==> config.mk <==
export PLATFORM = sky130hd
export DESIGN_NAME = sd_card_spi_host_sequencer
export DESIGN_NICKNAME = d
export VERILOG_FILES = /design/src/rtl/sdspi_pkg.sv /design/src/rtl/sdspi_regs.sv /design/src/rtl/sdspi_seq.sv /design/src/rtl/sdspi_outq.sv /design/src/rtl/sd_card_spi_host_sequencer.sv
export SDC_FILE = /design/constraint.sdc
export NUM_CORES = 1
export LEC_CHECK = 0
export BUFFER_PORTS_ARGS = -buffer_cell sky130_fd_sc_hd__buf_2
export CAP_MARGIN = 0
export CORE_MARGIN = 10
export CORE_UTILIZATION = 54
export DETAILED_ROUTE_END_ITERATION = 10
export PLACE_DENSITY = 0.75
export SYNTH_ARGS = -nofsm -noshare
export SYNTH_HDL_FRONTEND = slang
export SYNTH_SLANG_ARGS = --single-unit
==> constraint.sdc <==
create_clock -name clk -period 3.72 [get_ports clk]
set_clock_uncertainty 0.15 [all_clocks]
set_input_delay 0.372 -clock clk [delete_from_list [all_inputs] [get_ports clk]]
set_output_delay 0.372 -clock clk [all_outputs]
set_load 0.05 [all_outputs]
==> src/rtl/sdspi_pkg.sv <==
// ----------------------------------------------------------------------------
// SD card SPI host sequencer package
// Shared codes, command tables, result record and helper functions.
// ----------------------------------------------------------------------------
package sdspi_pkg;

  localparam int BLOCK_BYTES_DEF = 512;
  localparam int WAKE_BYTES_DEF  = 10;
  localparam int OUTQ_DEPTH      = 4;
  localparam int CFG_ADDR_W      = 3;

  localparam logic [7:0] POLL_LIMIT_RST    = 8'd10;
  localparam logic [7:0] INIT_ATTEMPTS_RST = 8'd10;

  localparam logic REG_POLL_LIMIT    = 1'b0;
  localparam logic REG_INIT_ATTEMPTS = 1'b1;

  localparam logic [1:0] ACT_INIT = 2'd0;
  localparam logic [1:0] ACT_READ = 2'd1;
  localparam logic [1:0] ACT_XCHG = 2'd2;

  localparam logic [1:0] KIND_TX   = 2'd0;
  localparam logic [1:0] KIND_DATA = 2'd1;
  localparam logic [1:0] KIND_DONE = 2'd2;

  localparam logic [1:0] ST_OK        = 2'd0;
  localparam logic [1:0] ST_R1_ERR    = 2'd1;
  localparam logic [1:0] ST_TOKEN_ERR = 2'd2;

  localparam logic [7:0]  FILL_BYTE   = 8'hFF;
  localparam logic [7:0]  TOKEN_START = 8'hFE;
  localparam logic [7:0]  R1_READY    = 8'h00;
  localparam logic [31:0] CMD8_ARG    = 32'h0000_01AA;
  localparam int          OCR_CCS_BIT = 30;

  typedef enum logic [3:0] {
    PH_IDLE,
    PH_WAKE,
    PH_SEND,
    PH_POLL,
    PH_EXTRA,
    PH_TRAIL,
    PH_TOKEN,
    PH_DATA,
    PH_CRC,
    PH_END_OK,
    PH_END_R1,
    PH_END_TOKEN
  } phase_t;

  typedef enum logic [2:0] {
    STEP_CMD0,
    STEP_CMD8,
    STEP_CMD58A,
    STEP_CMD55,
    STEP_CMD41,
    STEP_CMD58B,
    STEP_CMD16,
    STEP_READ
  } step_t;

  typedef struct packed {
    logic [1:0] kind;
    logic [7:0] tx_byte;
    logic       select_active;
    logic       slow_clock;
    logic [7:0] data_byte;
    logic [8:0] byte_index;
    logic [1:0] status;
    logic [7:0] response_code;
    logic       high_capacity;
    logic       last;
  } res_t;

  typedef struct packed {
    logic [7:0] poll_limit;
    logic [7:0] init_attempts;
  } cfg_t;

  function automatic logic [7:0] at_least_one(input logic [7:0] v);
    return (v == 8'd0) ? 8'd1 : v;
  endfunction

  function automatic logic [5:0] cmd_index(input step_t s);
    logic [5:0] c;
    unique case (s)
      STEP_CMD0:   c = 6'd0;
      STEP_CMD8:   c = 6'd8;
      STEP_CMD58A: c = 6'd58;
      STEP_CMD55:  c = 6'd55;
      STEP_CMD41:  c = 6'd41;
      STEP_CMD58B: c = 6'd58;
      STEP_CMD16:  c = 6'd16;
      STEP_READ:   c = 6'd17;
      default:     c = 6'd0;
    endcase
    return c;
  endfunction

  function automatic logic [7:0] cmd_crc(input step_t s);
    logic [7:0] c;
    unique case (s)
      STEP_CMD0:  c = 8'h95;
      STEP_CMD8:  c = 8'h87;
      STEP_CMD55: c = 8'h65;
      STEP_CMD41: c = 8'hE5;
      default:    c = 8'h01;
    endcase
    return c;
  endfunction

  function automatic logic cmd_long(input step_t s);
    return (s == STEP_CMD8) || (s == STEP_CMD58A) || (s == STEP_CMD58B);
  endfunction

  function automatic logic [7:0] frame_byte(input step_t s, input logic [2:0] k,
                                            input logic [31:0] arg);
    logic [7:0] b;
    unique case (k)
      3'd0:    b = {2'b01, cmd_index(s)};
      3'd1:    b = arg[31:24];
      3'd2:    b = arg[23:16];
      3'd3:    b = arg[15:8];
      3'd4:    b = arg[7:0];
      default: b = cmd_crc(s);
    endcase
    return b;
  endfunction

  function automatic res_t mk_tx(input logic [7:0] tx, input logic sel, input logic slow,
                                 input logic hc);
    res_t r;
    r               = '0;
    r.kind          = KIND_TX;
    r.tx_byte       = tx;
    r.select_active = sel;
    r.slow_clock    = slow;
    r.high_capacity = hc;
    return r;
  endfunction

  function automatic res_t mk_data(input logic [7:0] d, input logic [8:0] idx,
                                   input logic slow, input logic hc);
    res_t r;
    r               = '0;
    r.kind          = KIND_DATA;
    r.data_byte     = d;
    r.byte_index    = idx;
    r.slow_clock    = slow;
    r.high_capacity = hc;
    return r;
  endfunction

  function automatic res_t mk_done(input logic [1:0] st, input logic [7:0] code,
                                   input logic slow, input logic hc);
    res_t r;
    r               = '0;
    r.kind          = KIND_DONE;
    r.status        = st;
    r.response_code = code;
    r.slow_clock    = slow;
    r.high_capacity = hc;
    return r;
  endfunction

endpackage

==> src/rtl/sdspi_regs.sv <==
// ----------------------------------------------------------------------------
// SD card SPI host configuration registers
// APB-style register bank holding the poll limit and init attempt count.
// ----------------------------------------------------------------------------
module sdspi_regs
  import sdspi_pkg::*;
(
  input  logic                  clk,
  input  logic                  rst_n,
  input  logic                  psel,
  input  logic                  penable,
  input  logic                  pwrite,
  input  logic [CFG_ADDR_W-1:0] paddr,
  input  logic [31:0]           pwdata,
  output logic [31:0]           prdata,
  output logic                  pready,
  output cfg_t                  cfg
);

  cfg_t cfg_r;
  logic wr_en;

  assign pready = 1'b1;
  assign wr_en  = psel & penable & pwrite;

  always_ff @(posedge clk) begin
    if (!rst_n) begin
      cfg_r.poll_limit    <= POLL_LIMIT_RST;
      cfg_r.init_attempts <= INIT_ATTEMPTS_RST;
    end else if (wr_en) begin
      if (paddr[2] == REG_POLL_LIMIT) begin
        cfg_r.poll_limit <= pwdata[7:0];
      end else begin
        cfg_r.init_attempts <= pwdata[7:0];
      end
    end
  end

  assign prdata = {24'd0, (paddr[2] == REG_INIT_ATTEMPTS) ? cfg_r.init_attempts
                                                          : cfg_r.poll_limit};
  assign cfg    = cfg_r;

endmodule

==> src/rtl/sdspi_seq.sv <==
// ----------------------------------------------------------------------------
// SD card SPI host command sequencer
// Input register and the init, command and block read state machine.
// ----------------------------------------------------------------------------
module sdspi_seq
  import sdspi_pkg::*;
#(
  parameter int BLOCK_BYTES = BLOCK_BYTES_DEF,
  parameter int WAKE_BYTES  = WAKE_BYTES_DEF
) (
  input  logic        clk,
  input  logic        rst_n,
  input  logic        in_valid,
  output logic        in_stall,
  input  logic [1:0]  in_action,
  input  logic [31:0] in_block_number,
  input  logic [7:0]  in_rx_byte,
  input  cfg_t        cfg,
  input  logic        room,
  output logic [1:0]  res_n,
  output res_t        res_a,
  output res_t        res_b
);

  localparam int CNT_MAX = (BLOCK_BYTES > WAKE_BYTES) ? BLOCK_BYTES : WAKE_BYTES;
  localparam int CNT_W   = $clog2(CNT_MAX + 1);

  localparam logic [CNT_W-1:0] BLOCK_CNT  = CNT_W'(BLOCK_BYTES);
  localparam logic [CNT_W-1:0] WAKE_CNT   = CNT_W'(WAKE_BYTES);
  localparam logic [CNT_W-1:0] FRAME_CNT  = CNT_W'(5);
  localparam logic [CNT_W-1:0] EXTRA_CNT  = CNT_W'(4);
  localparam logic [CNT_W-1:0] CRC_CNT    = CNT_W'(2);
  localparam logic [31:0]      BLOCK_MUL  = 32'(BLOCK_BYTES);

  logic        in_vld_r;
  logic [1:0]  act_r;
  logic [31:0] blk_r;
  logic [7:0]  rx_r;
  logic        fire;
  logic        acc;

  phase_t           phase_r, phase_nxt;
  logic [CNT_W-1:0] cnt_r, cnt_nxt, cnt_inc;
  logic [7:0]       poll_r, poll_nxt;
  logic [7:0]       att_r, att_nxt;
  step_t            step_r, step_nxt;
  logic [31:0]      arg_r, arg_nxt;
  logic [31:0]      ocr_r, ocr_nxt;
  logic [7:0]       last_r, last_nxt;
  logic             cap_r, cap_nxt;
  logic             slow_r, slow_nxt;

  logic [7:0]  eff_poll;
  logic [7:0]  eff_att;
  logic [31:0] arg_scaled;
  logic [31:0] cmd_arg;
  logic [7:0]  frame_tx;
  logic        tx_sel;

  assign fire     = in_vld_r & room;
  assign in_stall = in_vld_r & ~room;
  assign acc      = in_valid & ~in_stall;

  always_ff @(posedge clk) begin
    if (!rst_n) begin
      in_vld_r <= 1'b0;
    end else begin
      in_vld_r <= acc | (in_vld_r & ~fire);
    end
  end

  always_ff @(posedge clk) begin
    if (acc) begin
      act_r <= in_action;
      blk_r <= in_block_number;
      rx_r  <= in_rx_byte;
    end
  end

  assign eff_poll   = at_least_one(cfg.poll_limit);
  assign eff_att    = at_least_one(cfg.init_attempts);
  assign arg_scaled = blk_r * BLOCK_MUL;
  assign cnt_inc    = cnt_r + CNT_W'(1);

  always_comb begin
    phase_nxt = phase_r;
    cnt_nxt   = cnt_r;
    poll_nxt  = poll_r;
    att_nxt   = att_r;
    step_nxt  = step_r;
    arg_nxt   = arg_r;
    ocr_nxt   = ocr_r;
    last_nxt  = last_r;
    cap_nxt   = cap_r;
    slow_nxt  = slow_r;
    unique case (act_r)
      ACT_INIT: begin
        if (phase_r == PH_IDLE) begin
          cap_nxt   = 1'b0;
          slow_nxt  = 1'b1;
          phase_nxt = PH_WAKE;
          cnt_nxt   = '0;
        end
      end
      ACT_READ: begin
        if (phase_r == PH_IDLE) begin
          arg_nxt   = cap_r ? blk_r : arg_scaled;
          step_nxt  = STEP_READ;
          cnt_nxt   = '0;
          phase_nxt = PH_SEND;
        end
      end
      ACT_XCHG: begin
        unique case (phase_r)
          PH_WAKE: begin
            cnt_nxt = cnt_inc;
            if (cnt_inc >= WAKE_CNT) begin
              step_nxt  = STEP_CMD0;
              cnt_nxt   = '0;
              phase_nxt = PH_SEND;
            end
          end
          PH_SEND: begin
            if (cnt_r < FRAME_CNT) begin
              cnt_nxt = cnt_inc;
            end else begin
              phase_nxt = PH_POLL;
              poll_nxt  = 8'd1;
              last_nxt  = FILL_BYTE;
            end
          end
          PH_POLL: begin
            last_nxt = rx_r;
            if (rx_r == FILL_BYTE && poll_r < eff_poll) begin
              poll_nxt = poll_r + 8'd1;
            end else if (step_r == STEP_READ) begin
              if (rx_r == R1_READY) begin
                phase_nxt = PH_TOKEN;
                poll_nxt  = 8'd1;
              end else begin
                phase_nxt = PH_END_R1;
              end
            end else if (rx_r != FILL_BYTE && cmd_long(step_r)) begin
              phase_nxt = PH_EXTRA;
              cnt_nxt   = '0;
            end else begin
              phase_nxt = PH_TRAIL;
            end
          end
          PH_EXTRA: begin
            ocr_nxt = {ocr_r[23:0], rx_r};
            cnt_nxt = cnt_inc;
            if (cnt_inc >= EXTRA_CNT) begin
              phase_nxt = PH_TRAIL;
            end
          end
          PH_TRAIL: begin
            cnt_nxt   = '0;
            phase_nxt = PH_SEND;
            unique case (step_r)
              STEP_CMD0:   step_nxt = STEP_CMD8;
              STEP_CMD8:   step_nxt = STEP_CMD58A;
              STEP_CMD58A: begin
                att_nxt  = 8'd1;
                step_nxt = STEP_CMD55;
              end
              STEP_CMD55:  step_nxt = STEP_CMD41;
              STEP_CMD41: begin
                if (last_r == R1_READY || att_r >= eff_att) begin
                  step_nxt = STEP_CMD58B;
                end else begin
                  att_nxt  = att_r + 8'd1;
                  step_nxt = STEP_CMD55;
                end
              end
              STEP_CMD58B: begin
                cap_nxt  = ocr_r[OCR_CCS_BIT];
                step_nxt = STEP_CMD16;
              end
              STEP_CMD16: begin
                slow_nxt  = 1'b0;
                cnt_nxt   = cnt_r;
                phase_nxt = PH_IDLE;
              end
              default: begin
                cnt_nxt   = cnt_r;
                phase_nxt = PH_IDLE;
              end
            endcase
          end
          PH_TOKEN: begin
            last_nxt = rx_r;
            if (rx_r == TOKEN_START) begin
              phase_nxt = PH_DATA;
              cnt_nxt   = '0;
            end else if (poll_r >= eff_poll) begin
              phase_nxt = PH_END_TOKEN;
            end else begin
              poll_nxt = poll_r + 8'd1;
            end
          end
          PH_DATA: begin
            cnt_nxt = cnt_inc;
            if (cnt_inc >= BLOCK_CNT) begin
              phase_nxt = PH_CRC;
              cnt_nxt   = '0;
            end
          end
          PH_CRC: begin
            cnt_nxt = cnt_inc;
            if (cnt_inc >= CRC_CNT) begin
              phase_nxt = PH_END_OK;
            end
          end
          PH_END_OK, PH_END_R1, PH_END_TOKEN: phase_nxt = PH_IDLE;
          default: ;
        endcase
      end
      default: ;
    endcase
  end

  always_comb begin
    unique case (step_nxt)
      STEP_READ:  cmd_arg = arg_nxt;
      STEP_CMD8:  cmd_arg = CMD8_ARG;
      STEP_CMD16: cmd_arg = BLOCK_MUL;
      default:    cmd_arg = '0;
    endcase
  end

  assign frame_tx = frame_byte(step_nxt, cnt_nxt[2:0], cmd_arg);
  assign tx_sel   = ~(phase_nxt == PH_END_R1 || phase_nxt == PH_TRAIL ||
                      phase_nxt == PH_END_TOKEN || phase_nxt == PH_END_OK);

  always_comb begin
    res_n = 2'd0;
    res_a = '0;
    res_b = '0;
    if (fire) begin
      unique case (act_r)
        ACT_INIT: begin
          if (phase_r == PH_IDLE) begin
            res_n = 2'd1;
            res_a = mk_tx(FILL_BYTE, 1'b0, slow_nxt, cap_nxt);
          end
        end
        ACT_READ: begin
          if (phase_r == PH_IDLE) begin
            res_n = 2'd1;
            res_a = mk_tx(frame_tx, 1'b1, slow_nxt, cap_nxt);
          end
        end
        ACT_XCHG: begin
          if (phase_r != PH_IDLE) begin
            res_n = 2'd1;
            unique case (phase_r)
              PH_DATA: begin
                res_n = 2'd2;
                res_a = mk_data(rx_r, 9'(cnt_r), slow_nxt, cap_nxt);
                res_b = mk_tx(FILL_BYTE, 1'b1, slow_nxt, cap_nxt);
              end
              PH_END_OK:    res_a = mk_done(ST_OK, 8'h00, slow_nxt, cap_nxt);
              PH_END_R1:    res_a = mk_done(ST_R1_ERR, last_r, slow_nxt, cap_nxt);
              PH_END_TOKEN: res_a = mk_done(ST_TOKEN_ERR, last_r, slow_nxt, cap_nxt);
              PH_TRAIL: begin
                if (phase_nxt == PH_IDLE) begin
                  res_a = mk_done(ST_OK, 8'h00, slow_nxt, cap_nxt);
                end else begin
                  res_a = mk_tx(frame_tx, 1'b1, slow_nxt, cap_nxt);
                end
              end
              PH_WAKE: begin
                if (phase_nxt == PH_SEND) begin
                  res_a = mk_tx(frame_tx, 1'b1, slow_nxt, cap_nxt);
                end else begin
                  res_a = mk_tx(FILL_BYTE, 1'b0, slow_nxt, cap_nxt);
                end
              end
              PH_SEND: begin
                if (phase_nxt == PH_SEND) begin
                  res_a = mk_tx(frame_tx, 1'b1, slow_nxt, cap_nxt);
                end else begin
                  res_a = mk_tx(FILL_BYTE, 1'b1, slow_nxt, cap_nxt);
                end
              end
              default: res_a = mk_tx(FILL_BYTE, tx_sel, slow_nxt, cap_nxt);
            endcase
          end
        end
        default: ;
      endcase
      if (res_n == 2'd1) begin
        res_a.last = 1'b1;
      end
      if (res_n == 2'd2) begin
        res_b.last = 1'b1;
      end
    end
  end

  always_ff @(posedge clk) begin
    if (!rst_n) begin
      phase_r <= PH_IDLE;
      cnt_r   <= '0;
      poll_r  <= '0;
      att_r   <= '0;
      step_r  <= STEP_CMD0;
      arg_r   <= '0;
      ocr_r   <= '0;
      last_r  <= FILL_BYTE;
      cap_r   <= 1'b0;
      slow_r  <= 1'b1;
    end else if (fire) begin
      phase_r <= phase_nxt;
      cnt_r   <= cnt_nxt;
      poll_r  <= poll_nxt;
      att_r   <= att_nxt;
      step_r  <= step_nxt;
      arg_r   <= arg_nxt;
      ocr_r   <= ocr_nxt;
      last_r  <= last_nxt;
      cap_r   <= cap_nxt;
      slow_r  <= slow_nxt;
    end
  end

endmodule

==> src/rtl/sdspi_outq.sv <==
// ----------------------------------------------------------------------------
// SD card SPI host result queue
// Small queue: takes up to two results a cycle, hands out one unless stalled.
// ----------------------------------------------------------------------------
module sdspi_outq
  import sdspi_pkg::*;
(
  input  logic       clk,
  input  logic       rst_n,
  input  logic [1:0] push_n,
  input  res_t       push_a,
  input  res_t       push_b,
  output logic       room,
  output logic       out_valid,
  input  logic       out_stall,
  output res_t       out_res
);

  localparam int PTR_W = $clog2(OUTQ_DEPTH);

  localparam logic [PTR_W:0] ROOM_MAX = (PTR_W + 1)'(OUTQ_DEPTH - 2);

  res_t             mem [OUTQ_DEPTH];
  logic [PTR_W-1:0] wp_r, rp_r;
  logic [PTR_W:0]   count_r;
  logic             pop;

  assign out_valid = (count_r != '0);
  assign pop       = out_valid & ~out_stall;
  assign room      = (count_r <= ROOM_MAX);
  assign out_res   = mem[rp_r];

  always_ff @(posedge clk) begin
    if (push_n != 2'd0) begin
      mem[wp_r] <= push_a;
    end
    if (push_n == 2'd2) begin
      mem[wp_r + PTR_W'(1)] <= push_b;
    end
  end

  always_ff @(posedge clk) begin
    if (!rst_n) begin
      wp_r    <= '0;
      rp_r    <= '0;
      count_r <= '0;
    end else begin
      wp_r    <= wp_r + PTR_W'(push_n);
      rp_r    <= rp_r + PTR_W'(pop);
      count_r <= count_r + (PTR_W + 1)'(push_n) - (PTR_W + 1)'(pop);
    end
  end

endmodule

==> src/rtl/sd_card_spi_host_sequencer.sv <==
// ----------------------------------------------------------------------------
// SD card SPI host sequencer
// A result passes the input register, then the result queue, before it is
// offered. Throughput: one input transaction per cycle while in_stall is low;
// the single result port moves one result per cycle while out_stall is low,
// and a data byte transaction gives two results.
// Reset: synchronous; idle, slow clock, standard capacity, limits set to 10.
// ----------------------------------------------------------------------------
module sd_card_spi_host_sequencer
  import sdspi_pkg::*;
#(
  parameter int BLOCK_BYTES = BLOCK_BYTES_DEF,
  parameter int WAKE_BYTES  = WAKE_BYTES_DEF
) (
  input  logic                  clk,
  input  logic                  rst_n,
  input  logic                  in_valid,
  output logic                  in_stall,
  input  logic [1:0]            in_action,
  input  logic [31:0]           in_block_number,
  input  logic [7:0]            in_rx_byte,
  output logic                  out_valid,
  input  logic                  out_stall,
  output logic [1:0]            out_kind,
  output logic [7:0]            out_tx_byte,
  output logic                  out_select_active,
  output logic                  out_slow_clock,
  output logic [7:0]            out_data_byte,
  output logic [8:0]            out_byte_index,
  output logic [1:0]            out_status,
  output logic [7:0]            out_response_code,
  output logic                  out_high_capacity,
  output logic                  out_last,
  input  logic                  psel,
  input  logic                  penable,
  input  logic                  pwrite,
  input  logic [CFG_ADDR_W-1:0] paddr,
  input  logic [31:0]           pwdata,
  output logic [31:0]           prdata,
  output logic                  pready
);

  cfg_t       cfg;
  logic       room;
  logic [1:0] res_n;
  res_t       res_a;
  res_t       res_b;
  res_t       out_res;

  sdspi_regs u_regs (
    .clk     (clk),
    .rst_n   (rst_n),
    .psel    (psel),
    .penable (penable),
    .pwrite  (pwrite),
    .paddr   (paddr),
    .pwdata  (pwdata),
    .prdata  (prdata),
    .pready  (pready),
    .cfg     (cfg)
  );

  sdspi_seq #(
    .BLOCK_BYTES (BLOCK_BYTES),
    .WAKE_BYTES  (WAKE_BYTES)
  ) u_seq (
    .clk             (clk),
    .rst_n           (rst_n),
    .in_valid        (in_valid),
    .in_stall        (in_stall),
    .in_action       (in_action),
    .in_block_number (in_block_number),
    .in_rx_byte      (in_rx_byte),
    .cfg             (cfg),
    .room            (room),
    .res_n           (res_n),
    .res_a           (res_a),
    .res_b           (res_b)
  );

  sdspi_outq u_outq (
    .clk       (clk),
    .rst_n     (rst_n),
    .push_n    (res_n),
    .push_a    (res_a),
    .push_b    (res_b),
    .room      (room),
    .out_valid (out_valid),
    .out_stall (out_stall),
    .out_res   (out_res)
  );

  assign out_kind          = out_res.kind;
  assign out_tx_byte       = out_res.tx_byte;
  assign out_select_active = out_res.select_active;
  assign out_slow_clock    = out_res.slow_clock;
  assign out_data_byte     = out_res.data_byte;
  assign out_byte_index    = out_res.byte_index;
  assign out_status        = out_res.status;
  assign out_response_code = out_res.response_code;
  assign out_high_capacity = out_res.high_capacity;
  assign out_last          = out_res.last;

`ifndef SYNTHESIS
  a_pair_is_data_then_tx: assert property (@(posedge clk) disable iff (!rst_n)
    (res_n == 2'd2) |-> (res_a.kind == KIND_DATA && res_b.kind == KIND_TX && !res_a.last))
    else $error("two results from one transaction must be a data byte then a transmit");

  a_done_is_last: assert property (@(posedge clk) disable iff (!rst_n)
    (out_valid && out_kind == KIND_DONE) |-> (out_last && !out_select_active))
    else $error("finished result must be last and deselected");

  a_status_only_done: assert property (@(posedge clk) disable iff (!rst_n)
    (out_valid && out_status != ST_OK) |-> (out_kind == KIND_DONE))
    else $error("error status on a result that is not a finish");

  a_data_not_last: assert property (@(posedge clk) disable iff (!rst_n)
    (out_valid && out_kind == KIND_DATA) |-> !out_last)
    else $error("data byte result marked last");
`endif

endmodule
==> results of run 1 <==
power by group:
part           switching (mW)  internal, mW
combinational            1.49         0.958
clock                    1.33          1.90
sequential              0.169          3.59
total                    2.99          6.45
worst max-delay path: cells and delay by family, from the launching register on:
| family | cells | cell delay (ns) |
|---|---|---|
| AO/OA/AOI/OAI | 8 | 1.50 |
| AND/OR/NAND/NOR | 4 | 0.81 |
| buffers and inverters | 3 | 0.53 |
| flip-flops | 1 | 0.33 |
| adder cells (fa/ha/maj) | 1 | 0.21 |
state kept, by name, summed over array words and instances, names as in the netlist, 10 cells and up:
name	count
u_outq.mem	164
u_seq.arg_r	32
u_seq.blk_r	32
u_regs.cfg	16
u_seq.cnt_r	10
metal layers:
| layer | vias to the layer above | GRT usage [%] | share of wire [%] |
|---|---|---|---|
| met5 | - | 0 | 0 |
| met2 | 529 | 39.6 | 48 |
| met4 | 0 | 5.80 | 1.8 |
| met3 | 67 | 4.60 | 7.2 |
| met1 | 6634 | 32.3 | 43 |
| li1 | 6588 | - | - |
worst min path at each step:
stage / start / end / slack [ns] / cells past startpoint
after floorplan: u_outq.mem[3][10] / u_outq.mem[3][10] / 0.27 / 2
after global placement: u_outq.mem[1][20] / u_outq.mem[1][20] / 0.28 / 2
after detailed placement: u_outq.mem[3][4] / u_outq.mem[3][4] / 0.29 / 2
after CTS: rst_n / u_seq.last_r[7] / 0.06 / 2
after global routing: rst_n / u_seq.last_r[7] / 0.09 / 2
final: rst_n / u_seq.last_r[6] / 0.09 / 2
area by class of cell:
cell class	count	area (sq um)
multi-input cells	1229	8190
repair buffers	326	2340
fillers	2291	9210
well taps	384	480
flip-flops and latches	309	7100
clock buffers	46	946
clock inverters	12	123
inverters	42	163
cell usage in the layout (no fill, tap or decap), types with 16 or more instances in the layout:
cell type / instances
a211oi_1: 17
a21oi_1: 100
and3_1: 16
buf_2: 108
buf_4: 161
clkbuf_16: 33
conb_1: 25
dfxtp_1: 212
dlygate4sd3_1: 51
edfxtp_1: 90
ha_1: 31
inv_1: 39
mux2i_1: 37
mux4_2: 41
nand2_1: 204
nand3_1: 92
nor2_1: 147
nor3_1: 26
o211ai_1: 16
o21ai_0: 178
o21ai_1: 23
kinds of logic after synthesis:
kind of cell    Yosys count
mux                      85
compound gates          453
buf+inv                 181
simple gates            611
flops                   309
fa+ha+maj                36
other cells               2
xor+xnor                 18
per-stage QoR:
stage / power, mW / cell area (sq um) / setup WS, ns / hold WS, ns / TNS [ns]
global placement: 6.02 / 17200 / -0.227 / 0.278 / -5.73
CTS: 9.33 / 19000 / -0.00529 / 0.0640 / -0.00713
finish: 9.44 / 19300 / -0.107 / 0.0855 / -1.22
floorplan: 5.34 / 15700 / 0.0174 / 0.270 / 0
detailed placement: 6.04 / 17200 / -0.326 / 0.288 / -6.46
global route: 9.81 / 19300 / -0.277 / 0.0913 / -6.97
timing repair:
item	4_1_cts	5_1_grt
gates resized for setup	40	62
hold buffers	51	0
hold endpoints to repair	59	0
endpoints found under the setup margin	36	40
pin swaps	22	19
gates cloned	2	0
buffers inserted	7	8
==> impl_metrics.ini, run 1 <==
[outcome]
status = complete, but fails checks
violations = setup timing

[routing]
dr.first_iter.drc_count = 1277
finalWirelength_mm = 45.0
first_pass_iters = 6
wl_per_cell_um = 19.2
dr_total_vias = 13818
drc = 0
ant_nets = 0
viasPerCell = 5.89

[timing]
fmaxAchievable_ghz = 0.261
setup_viol = 25
worst_slack_ns = -0.107
min_period_ns = 3.83
relSlewSlack_pct = 37.8
slew_viol_final = 0
rsz0062_at_grt = yes
period_share_pct = 103
tightest_slew_ns = 0.933
finalHoldViolations = 0

[die]
dieArea_sq_um = 36000
coreArea_sq_um = 28500
die_x_um = 190
row_count = 62
ioPinCount = 160
dieHeight_um = 190
initial_core_util_pct = 54.4

[power_and_ir_drop]
leakage_nw = 7.26
peakVddDrop_uv = 420
power.density_nw_per_um2 = 488

[yosys]
ys_seq_area_share_pct = 45.6
synthXorXnorAreaFrac_pct = 1.01
synth_top_family_by_area = simple AND/OR/NAND/NOR gates
synthArstFlopShare_pct = 0
synthMuxAreaShare_pct = 8.83
synth-edff-count = 90
yosys.cell_types.count = 96
yosysMostFrequentCell = dfxtp_1
synthAdderAreaFrac_pct = 2.95
syn_area_sq_um = 15500
yosysWarnings = 0
yosysTopAreaCellShare_pct = 28.2
synth-compound-area-share_pct = 18.0
synthTopCellsByArea = dfxtp_1 (28%), edfxtp_1 (17%), o21ai_0 (6.3%)
syn_inst = 1695
synth_common_cells = dfxtp_1 (219), nand2_1 (212), o21ai_0 (197)
synth.avg_cell_area_sq_um = 9.16
synth-simple-area-share_pct = 18.4
synth_largest_area_cell = dfxtp_1
synthFlopType = dfxtp_1
synth-seq-cells = 309

[setup_path]
critPathArrivalTime_ns = 3.98
timing.rr.end = u_outq.mem[1][32]
critPathKind = reg2reg
r2r_slack_ns = -0.11
required_ns = 3.88
startpoint = u_regs.cfg[14]
max_stage_delay_ns = 0.38
reg2regPathDepth = 16
start_kind = register
cp-end-kind = register
cp_cell_sequence = nor4_4 -> a41o_1 -> ha_4 -> nand2b_4 -> a2111o_1 -> a21oi_2 -> a21oi_2 -> nor4bb_1 -> buf_4 -> a31oi_4 -> o41ai_2 -> buf_4 -> o22ai_4 -> nand2b_1 -> buf_12 -> o21ai_1
worstReg2RegStart = u_regs.cfg[14]
cp_max_fo = 8
cp_slowest_cell = a2111o_1
cp-endpoint = u_outq.mem[1][32]

[placed_design]
hpwl_mm = 30.8
gp_congestion = 0.974
io_buffers = 108
placed_cells = 2222

[cts]
clk_path_buf_depth = 3
cts_tree = yes
htree_num_levels = 1
cts_sinks = 309
cts_buffers = 31
clk_pin_slew_worst_paths_ns = 0.06
root_buffer = clkbuf_16
insertion_delay_ns = 0.58

[final_layout]
post-route-util_pct = 67.8
final_cells = 2348
diodes = 0
layout.nets = 2059
syn_to_final_growth_pct = 24.5
drive_above_1_share_pct = 24.0

[hold_path]
hp-class = in2reg

[grt]
grt_pass1_vias = 13581
antenna_found_initial = 1
grtUsageTotal_pct = 24.1
grt_overflow_total = 0
grt_pass1_wl_mm = 71.7
grt_start_max_net_pins = 66

[flow_run]
drv_cap = 0
No activity file was read; power rests on OpenSTA's default activity.
==> run 2: changes to the inputs <==
Settings changed: SETUP_SLACK_MARGIN set to 0.02, TNS_END_PERCENT set to 1.
==> impl_metrics.ini, run 2 (synthesized netlist as in run 1, its figures left out) <==
[timing]
worst_slack_ns = -0.0579
tightest_slew_ns = 0.973
relSlewSlack_pct = 35.1
min_period_ns = 3.78
period_share_pct = 102
finalHoldViolations = 0
rsz0062_at_grt = yes
tns_ns = -0.425
setup_viol = 17
slew_viol_final = 0
fmaxAchievable_ghz = 0.265

[setup_path]
reg2regPathDepth = 11
cp_slowest_cell = or4b_4
start_kind = register
required_ns = 3.89
timing.rr.end = u_outq.mem[3][33]
max_stage_delay_ns = 0.56
cp_cell_sequence = or4_4 -> o311ai_4 -> o221ai_2 -> o31a_1 -> or4b_4 -> o21a_4 -> buf_4 -> nor3_4 -> a32o_2 -> nand3_1 -> o311ai_1
critPathArrivalTime_ns = 3.95
r2r_slack_ns = -0.06
crit_family = compound AO/OA/AOI/OAI gates
cp-end-kind = register
cp_max_fo = 7
critPathKind = reg2reg
crit_buf_inv = 1
worstReg2RegStart = u_seq.cnt_r[5]

[routing]
ant_nets = 0
drc = 0
finalWirelength_mm = 45.4
dr_total_vias = 13955
dr.first_iter.drc_count = 1322
first_pass_iters = 5
viasPerCell = 5.93
wl_per_cell_um = 19.3

[final_layout]
reg_top3 = u_outq.mem: 164 flops, u_seq.arg_r: 32 flops, u_seq.blk_r: 32 flops
syn_to_final_growth_pct = 24.1
multi_input_comb_area_sq_um = 8110
final_cells = 2353
drive_above_1_share_pct = 23.8
final_common_cell = dfxtp_1
diodes = 0
fin_area_sq_um = 19300
seqCellArea_sq_um = 7100
nFillCells = 2309
layout.nets = 2063
largest_register_ffs = 164
regMostFlops = u_outq.mem
final_cell_mix = dfxtp_1 (212), nand2_1 (205), o21ai_0 (178), buf_4 (162), nor2_1 (146)

[placed_design]
hpwl_mm = 31.2
placed_cells = 2232
io_buffers = 108
place_ws_ns = -0.311
gp_congestion = 0.930
place_area_sq_um = 17300

[cts]
clk_path_buf_depth = 3
cts_tree = yes
cts_buffers = 34
root_buffer = clkbuf_16
insertion_delay_ns = 0.53
cts_sinks = 309
htree_num_levels = 2
clk_pin_slew_worst_paths_ns = 0.07

[power_and_ir_drop]
leakage_nw = 7.22
power.density_nw_per_um2 = 488
peakVddDrop_uv = 385
fin_total_pwr_mw = 9.40

[grt]
antenna_found_initial = 0
grt_pass1_vias = 13819
grt_pass1_wl_mm = 72.2
grt_start_max_net_pins = 75
grtUsageTotal_pct = 24.4
grt_overflow_total = 0

[hold_path]
whs_path_depth = 2
hp-class = in2reg
hp-start = rst_n
holdPathEnd = u_seq.last_r[3]

[outcome]
status = complete, but fails checks
violations = setup timing

[die]
coreArea_sq_um = 28500
initial_core_util_pct = 54.4
row_count = 62
dieHeight_um = 190
ioPinCount = 160
dieArea_sq_um = 36000
die_x_um = 190

[flow_run]
drv_cap = 0
[run 2: area by class of cell]
class	instances	share of cell area, %
well taps	384	2.49
clock buffers	52	5.03
clock inverters	10	0.403
inverters	42	0.851
flip-flops and latches	309	36.8
repair buffers	328	12.3
multi-input cells	1228	42.1
[run 2: report_power, final]
group | internal (mW) | total [mW] | switching [mW] | leakage (nW)
Clock | 1.81 | 3.18 | 1.37 | 0.507
Combinational | 0.963 | 2.46 | 1.50 | 4.13
Sequential | 3.59 | 3.76 | 0.166 | 2.58
[run 2: metrics by stage]
stage / hold WS [ns] / utilization [%]
final: 0.154 / 67.5
after global routing: 0.152 / 67.5
after CTS: 0.124 / 66.8
after detailed placement: 0.290 / 60.5
after global placement: 0.278 / 60.5
after floorplan: 0.270 / -
[run 2: timing repair]
item	4_1_cts	5_1_grt
pin swaps	25	25
endpoints found under the hold margin	59	0
endpoints found under the setup margin	38	38
resized for setup	54	40
hold buffers	51	0
setup buffers	5	4
gates cloned	0	0
[run 2: routing by layer]
layer  vias to the layer above  part of all wire, %  track usage, %
li1                       6614                    -               -
met4                         0                  2.1            6.96
met2                       589                   48            40.3
met1                      6670                   42            31.6
met5                         -                    0               0
met3                        82                  8.3            5.58
[run 2: worst max path at each step]
stage / to / slack [ns] / cells past startpoint / start
2_1_floorplan: u_outq.mem[0][35] / 0.07 / 17 / u_regs.cfg[3]
3_3_place_gp: u_outq.mem[1][33] / -0.25 / 15 / u_regs.cfg[11]
3_5_place_dp: u_outq.mem[0][36] / -0.31 / 15 / u_regs.cfg[3]
4_1_cts: u_outq.mem[1][36] / -0.07 / 15 / u_regs.cfg[6]
5_1_grt: u_outq.mem[1][36] / -0.20 / 13 / u_regs.cfg[6]
6_report: u_outq.mem[3][33] / -0.06 / 11 / u_seq.cnt_r[5]
==> run 3: changes to the inputs <==
Settings changed: CELL_PAD_IN_SITES_DETAIL_PLACEMENT set to 2, CELL_PAD_IN_SITES_GLOBAL_PLACEMENT set to 2, CORE_UTILIZATION 54 to 33, PLACE_DENSITY 0.75 to 0.73.
==> impl_metrics.ini, run 3 (synthesized netlist as in run 1, its figures left out) <==
[grt]
grt_start_max_net_pins = 66
grt_use_met2_pct = 38.4
grt_use_met3_pct = 3.13
grt_pass1_wl_mm = 96.1
grtUsageTotal_pct = 21.4
grt_use_met1_pct = 25.7
grt_busiest_layer = met2
antenna_found_initial = 1
grt_overflow_total = 0
grt_pass1_vias = 16299

[die]
dieHeight_um = 237
die_x_um = 237
coreArea_sq_um = 46600
ioPinCount = 160
dieArea_sq_um = 56200
initial_core_util_pct = 33.4
row_count = 79

[setup_path]
cp-end-kind = register
start_kind = register
required_ns = 3.99
worstReg2RegStart = u_regs.cfg[13]
timing.rr.end = u_outq.mem[1][30]
r2r_slack_ns = -0.11
cp_max_fo = 3
reg2regPathDepth = 14
critPathArrivalTime_ns = 4.09
critPathKind = reg2reg

[placed_design]
hpwl_mm = 42.0
io_buffers = 108
place_ws_ns = -0.396
gp_congestion = 0.878

[cts]
cts_buffers = 37
cts_sinks = 309
insertion_delay_ns = 0.56
clk_path_buf_depth = 3
htree_num_levels = 2
cts_tree = yes
clk_pin_slew_worst_paths_ns = 0.06
root_buffer = clkbuf_16

[final_layout]
layout.nets = 2116
drive_above_1_share_pct = 26.9
final_cell_mix = dfxtp_1 (211), buf_4 (209), nand2_1 (204), o21ai_0 (179), nor2_1 (146)
final_common_cell = dfxtp_1
reg_top3 = u_outq.mem: 164 flops, u_seq.arg_r: 32 flops, u_seq.blk_r: 32 flops
post-route-util_pct = 43.5
syn_to_final_growth_pct = 30.3
regMostFlops = u_outq.mem
largest_register_ffs = 164
diodes = 0

[timing]
period_share_pct = 103
tightest_slew_ns = 1.20
worst_slack_ns = -0.107
finalHoldViolations = 0
tns_ns = -1.37
rsz0062_at_grt = yes
slew_viol_final = 0
min_period_ns = 3.83
fmaxAchievable_ghz = 0.261
relSlewSlack_pct = 20.0
setup_viol = 26

[hold_path]
hp-class = in2reg
holdPathEnd = u_seq.last_r[4]
whs_path_depth = 2
hp-start = rst_n

[routing]
drc = 0
dr.first_iter.drc_count = 740
viasPerCell = 5.49
ant_nets = 0
wl_per_cell_um = 23.2
dr_total_vias = 14438
first_pass_iters = 4
finalWirelength_mm = 61.0

[power_and_ir_drop]
peakVddDrop_uv = 415
power.density_nw_per_um2 = 506
leakage_nw = 7.65

[outcome]
violations = setup timing
status = complete, but fails checks

[flow_run]
drv_cap = 0
## run 3: per-stage QoR
stage | area (sq um) | std cells | hold WS [ns] | power [mW]
5_1_grt | 20200 | 2632 | 0.177 | 10.7
3_3_place_gp | 18000 | 2506 | 0.279 | 6.27
3_5_place_dp | 18000 | 2506 | 0.293 | 6.34
6_report | 20200 | 2632 | 0.168 | 10.2
2_1_floorplan | 15700 | 1718 | 0.270 | 5.34
4_1_cts | 20100 | 2632 | 0.134 | 10.3
## run 3: how the worst max path moves through the flow
stage,end,start,slack (ns),cells past startpoint
finish,u_outq.mem[1][30],u_regs.cfg[13],-0.11,14
global route,u_outq.mem[0][31],u_regs.cfg[3],-0.22,15
CTS,u_outq.mem[0][32],u_regs.cfg[6],-0.12,17
detailed placement,u_outq.mem[3][36],u_regs.cfg[11],-0.40,15
global placement,u_outq.mem[1][33],u_regs.cfg[11],-0.37,15
floorplan,u_outq.mem[0][35],u_regs.cfg[3],0.07,17
## run 3: power breakdown
part | leakage [nW] | internal (mW) | total [mW] | switching, mW
clock network | 0.622 | 2.20 | 3.74 | 1.54
registers | 2.58 | 3.59 | 3.76 | 0.164
logic | 4.45 | 1.06 | 2.73 | 1.67
total | 7.65 | 6.86 | 10.2 | 3.37
## run 3: critical path, stage by stage (launching register included)
cell,delay [ns]
dfxtp_2,0.32
nor4_2,0.26
a41o_1,0.25
ha_4,0.21
nand2b_4,0.13
a2111o_1,0.37
a21oi_2,0.21
a21oi_2,0.09
nor4bb_1,0.31
buf_4,0.20
a31oi_4,0.11
nor3b_2,0.27
nor4b_4,0.08
or4_4,0.58
o21ai_2,0.15
## run 3: routing by layer
metal / wire (um) / part of all wire, %
met1: 26500 / 43
met2: 31100 / 51
met3: 1950 / 3.2
met4: 1450 / 2.4
met5: 0 / 0
## run 3: final cells by class
class	count	area (sq um)
flip-flops and latches	309	7100
clock inverters	19	173
clock buffers	49	1080
inverters	42	160
well taps	607	759
fillers	5025	26300
multi-input cells	1228	8200
repair buffers	378	2770
## run 3: repair_timing
action	in CTS	in global routing
hold buffers	51	0
setup buffers	7	0
resized for setup	77	35
endpoints found under the hold margin	59	0
cloned	0	0
pin swaps	33	22
setup endpoints to repair	38	39
